==> config.mk <==
export PLATFORM = sky130hd
export DESIGN_NAME = dlf_ctrl
export DESIGN_NICKNAME = d
export VERILOG_FILES = /design/src/rtl/dlf_pkg.sv /design/src/rtl/dlf_ctrl.sv
export SDC_FILE = /design/constraint.sdc
export NUM_CORES = 1
export LEC_CHECK = 0
export BUFFER_PORTS_ARGS = -buffer_cell sky130_fd_sc_hd__buf_4
export CORE_AREA = 2 2 39 41
export DETAILED_ROUTE_END_ITERATION = 16
export DIE_AREA = 0 0 41 43
export GPL_TIMING_DRIVEN = 0
export PLACE_DENSITY_LB_ADDON = 0.08
export SYNTH_ARGS = -nofsm -noshare
export SYNTH_HDL_FRONTEND = slang
export SYNTH_SLANG_ARGS = --single-unit
==> constraint.sdc <==
create_clock -name clk_i -period 3.65 [get_ports clk_i]
set_input_delay 0.73 -clock clk_i [delete_from_list [all_inputs] [get_ports clk_i]]
set_output_delay 0.73 -clock clk_i [all_outputs]
set_load 0.02 [all_outputs]
==> src/rtl/dlf_pkg.sv <==
// Shared constants, item types and control structs for the dense layer forward block.
package dlf_pkg;

  localparam int NUM_FEATURES = 64;
  localparam int NUM_CLASSES  = 16;

  localparam int FEAT_W = 6;
  localparam int CLS_W  = 4;
  localparam int VAL_W  = 16;
  localparam int PROD_W = 2 * VAL_W;
  localparam int ACC_W  = 40;
  localparam int SUM_W  = ACC_W + 2;
  localparam int FRAC_W = 8;

  localparam int ACT_CLASSES = (NUM_CLASSES < (1 << CLS_W)) ? NUM_CLASSES : (1 << CLS_W);
  localparam int WDEPTH      = NUM_FEATURES * NUM_CLASSES;
  localparam int WADDR_W     = (WDEPTH > 1) ? $clog2(WDEPTH) : 1;
  localparam int CIDX_W      = (ACT_CLASSES > 1) ? $clog2(ACT_CLASSES) : 1;

  localparam logic [1:0] REQ_WEIGHT  = 2'd0;
  localparam logic [1:0] REQ_BIAS    = 2'd1;
  localparam logic [1:0] REQ_FEATURE = 2'd2;

  typedef struct packed {
    logic [1:0]              req_type;
    logic [FEAT_W-1:0]       feature_index;
    logic [CLS_W-1:0]        class_index_in;
    logic signed [VAL_W-1:0] value;
    logic                    last_feature;
  } dlf_req_t;

  typedef struct packed {
    logic [CLS_W-1:0]        class_index;
    logic signed [VAL_W-1:0] score;
    logic                    last_result;
  } dlf_res_t;

  typedef enum logic [1:0] {
    ST_IDLE,
    ST_MAC,
    ST_DRAIN,
    ST_EMIT
  } dlf_state_e;

  typedef struct packed {
    logic              mac_issue;
    logic              emit_issue;
    logic [CIDX_W-1:0] cls;
    logic              last_cls;
  } dlf_ctl_t;

  typedef struct packed {
    logic pipe_busy;
  } dlf_sts_t;

endpackage

==> src/rtl/dlf_ctrl.sv <==
// Sequencer: walks the classes for accumulation, waits for write-back, then walks emission for an element marked last.
module dlf_ctrl
  import dlf_pkg::*;
(
  input  logic     clk_i,
  input  logic     rst_ni,
  input  logic     accept_i,
  input  dlf_req_t req_i,
  input  dlf_sts_t sts_i,
  output dlf_ctl_t ctl_o,
  output logic     busy_o
);

  localparam logic [CIDX_W-1:0] KMAX = CIDX_W'(ACT_CLASSES - 1);

  dlf_state_e        state_q, state_d;
  logic [CIDX_W-1:0] k_q, k_d;
  logic              last_q, last_d;
  logic              in_range;

  assign in_range = (int'(req_i.feature_index) < NUM_FEATURES);

  always_ff @(posedge clk_i or negedge rst_ni) begin
    if (!rst_ni) begin
      state_q <= ST_IDLE;
      k_q     <= '0;
      last_q  <= 1'b0;
    end else begin
      state_q <= state_d;
      k_q     <= k_d;
      last_q  <= last_d;
    end
  end

  always_comb begin
    state_d = state_q;
    k_d     = k_q;
    last_d  = last_q;
    ctl_o   = '0;
    ctl_o.cls = k_q;
    case (state_q)
      ST_IDLE: begin
        if (accept_i && req_i.req_type == REQ_FEATURE) begin
          k_d    = '0;
          last_d = req_i.last_feature;
          if (in_range) begin
            state_d = ST_MAC;
          end else if (req_i.last_feature) begin
            state_d = ST_EMIT;
          end
        end
      end
      ST_MAC: begin
        ctl_o.mac_issue = 1'b1;
        if (k_q == KMAX) begin
          state_d = ST_DRAIN;
        end else begin
          k_d = k_q + 1'b1;
        end
      end
      ST_DRAIN: begin
        if (!sts_i.pipe_busy) begin
          k_d     = '0;
          state_d = last_q ? ST_EMIT : ST_IDLE;
        end
      end
      ST_EMIT: begin
        ctl_o.emit_issue = 1'b1;
        ctl_o.last_cls   = (k_q == KMAX);
        if (k_q == KMAX) begin
          state_d = ST_IDLE;
        end else begin
          k_d = k_q + 1'b1;
        end
      end
      default: begin
        state_d = ST_IDLE;
      end
    endcase
  end

  assign busy_o = (state_q != ST_IDLE);

endmodule

==> results.md <==
- Hold Fails Final Rpt: 0
- Die area: 1763 um2
- Crit-path slowest cell: dfrtp_1
- Fin nets: 93
- Clock root cell: clkbuf_4
- Leak: 0.2792 nW
- Final ANT Viol Nets: 0
- CP required: 2920 ps
- Top-Level Pins: 41
- Core region area: 1384 um2
- CTS Buf Count: 3
- CTS max path bufs: 2
- Max Used Layer: met3
- WL final: 921 um
- Worst EP arrival: 1540 ps
- P_sw: 0.2189 mW
- Syn nets: 74
- Crit-path cells: ha_1, nand3_1, inv_1, and2_1, buf_4
- Clock power share: 0.136
- Num Clock Sinks: 7
- Combinational power share: 0.551
- Status: finished clean
- TritonCTS clock tree: yes
- Finished Core Util: 0.4376
- Seq pwr share: 0.313
- Skew-Pair Late Insertion Delay: 250 ps
- Max FO, Critical Path: 5
- Number of diodes: 0
- Post-CTS Hold Fix Bufs: 0
- DP Cell Count: 70
- Mapped cell area: 454.2 um2
- Initial antenna violation count: 0
- Max cap viols: 0
- Least-Margin Pin Slew: 235.1 ps
- Crit Path Class: reg -> out
- Pwr Total: 0.5307 mW
- P&R area growth vs syn: 33.33%
- First-pass GRT wire length: 1538 um
- Final worst path period need: 2274 ps
- Startpoint types: flip-flop
- Relative slew slack: 0.8428
- Commonest cells after routing, fill and taps aside: buf_4, dfrtp_1, clkbuf_4
- Peak Freq: 0.4397 GHz
- Die height: 43 um
- Filler cells: 142
- Largest net degree at the start of global routing: 11
- Syn Area/Cell: 11.35 um2
- Number of setup buffers added after CTS: 0
- Iteration-0 DRC Markers: 3
- Pins Over Slew Limit: 0
- Register area share after synthesis: 0.3857
- Hpwl dp: 734.8 um
- Final period utilization: 0.6231
- Initial Util: 0.3282
- FP Rows: 14
- Int Power: 0.3118 mW
- Sw Ratio: 0.4124
- TNS Setup: 0 ps
- Hold Slack: 285.4 ps
- Metal3 WL: 56 um
- Leading cell type in the layout, fill and taps excluded: buf_4
- Power Density: 876.3 nW/um2
- Share of cells above drive strength 1: 0.4483
- Worst min-delay path category: in -> async
- CP peak stage delay: 420 ps
- Vias in the first global route: 367
- GRT overflow: 0
- Gpl congestion: 0.6578
- Setup violators final: 0
- VDD IR-drop max: 0.3984 mV
- Post-DR wirelength/cell: 12.45 um
- Vias post-DR: 364
- Clock skew: 0.5638 ps
- Setup crit end kind: output pin
- Htree depth: 1
- Yosys warns: 0
- Die X: 41 um
- Total GRT Usage: 0.1358
- # DRC: 0
- Number of synthesized register bits: 7
- Port Buf Inserts: 14
- CTS resizes: 0
- RSZ-0062 raised after global routing: false
- Metal-1 WL: 405 um
- Synth Instances: 40
- Drt pass-1 iters: 2
- DR WL met2: 458 um
- Post-Layout Cell Count: 74
- CTS clock-pin slew for the worst setup and hold paths: 60 ps
- Via density per instance: 4.919
- Synth unique cells: 29
==> area by class of cell <==
type	instances	area [um2]	area share
multi-input cells	30	266.5	0.4401
repair buffers	14	105.1	0.1736
clock buffers	4	26.28	0.04339
flip-flops and latches	7	175.2	0.2893
plain buffers	1	5.005	0.008264
well taps	16	20.02	0.03306
inverters	2	7.507	0.01240
==> through the flow <==
stage	instance area, um2	setup slack, ps
6_report	605.6	1376
5_1_grt	605.6	1248
4_1_cts	605.6	1356
3_5_place_dp	579.3	1640
3_3_place_gp	579.3	1676
2_1_floorplan	454.2	1693
==> synthesized netlist by cell type <==
| master | count | area share |
|---|---|---|
| nor3b_1 | 1 | 0.017 |
| dfrtp_1 | 7 | 0.39 |
| and2b_2 | 2 | 0.039 |
| nor4b_2 | 1 | 0.033 |
| or2_1 | 1 | 0.014 |
| and3_1 | 1 | 0.014 |
| and2_1 | 1 | 0.014 |
| nor3_1 | 1 | 0.011 |
| nand2_1 | 2 | 0.017 |
| mux2_2 | 1 | 0.025 |
| ha_1 | 1 | 0.028 |
| inv_1 | 2 | 0.017 |
| a211oi_1 | 1 | 0.017 |
| mux2i_1 | 1 | 0.022 |
| mux2_1 | 1 | 0.025 |
| nor2b_1 | 1 | 0.014 |
| o311ai_2 | 1 | 0.036 |
| xor2_1 | 2 | 0.039 |
| buf_2 | 1 | 0.011 |
| o221a_1 | 1 | 0.025 |
| o21a_1 | 1 | 0.017 |
| a22o_1 | 2 | 0.039 |
| o21ai_0 | 1 | 0.011 |
| nand3_1 | 1 | 0.011 |
| o31ai_1 | 1 | 0.017 |
| and2_2 | 1 | 0.017 |
| a2bb2oi_1 | 1 | 0.019 |
| nor3_4 | 1 | 0.036 |
| and4bb_4 | 1 | 0.036 |
==> layer usage <==
layer  up-vias  track usage
li1        185            -
met1       169       0.1689
met3         0      0.03141
met2        10       0.1938
met4         0       0.1000
met5         -            0
==> logic make-up after synthesis <==
family,share of synthesized area
and+or+nand+nor,0.2700
xor gates and xnor gates,0.03857
muxes,0.07162
adders and majority gates,0.02754
DFF,0.3857
buffers and inverters,0.02754
AOI/OAI and AO/OA,0.1791
==> critical path, delay by kind of cell, from the launching register on <==
family	cells	cell delay, ps
flip-flops	1	420
AND/OR/NAND/NOR	2	370
adder cells (fa/ha/maj)	1	260
buffers and inverters	2	240
==> worst paths after layout <==
check	startpoint	cells after the start	slack [ps]	end
setup reg to reg	k_q[0]	4	2100	k_q[1]
setup / recovery	k_q[0]	5	1380	ctl_o[0]
hold reg to reg	last_q	1	520	last_q
min in group clk_i	last_q	1	520	last_q
hold / removal	rst_ni	1	290	k_q[2]
max in group asynchronous	rst_ni	1	3240	k_q[0]
==> registers in the layout, indices dropped and copies added (netlist names) <==
| name | count |
|---|---|
| k_q | 4 |
| last_q | 1 |
| state_q | 2 |
==> power groups by stage <==
| stage | logic (mW) | clock network (mW) | registers [mW] |
|---|---|---|---|
| floorplan | 0.180 | 0 | 0.184 |
| global placement | 0.289 | 0 | 0.164 |
| detailed placement | 0.298 | 0 | 0.168 |
| CTS | 0.298 | 0.0758 | 0.168 |
| global route | 0.322 | 0.0777 | 0.175 |
| finish | 0.293 | 0.0722 | 0.166 |
No activity file was read; power rests on OpenSTA's default activity.
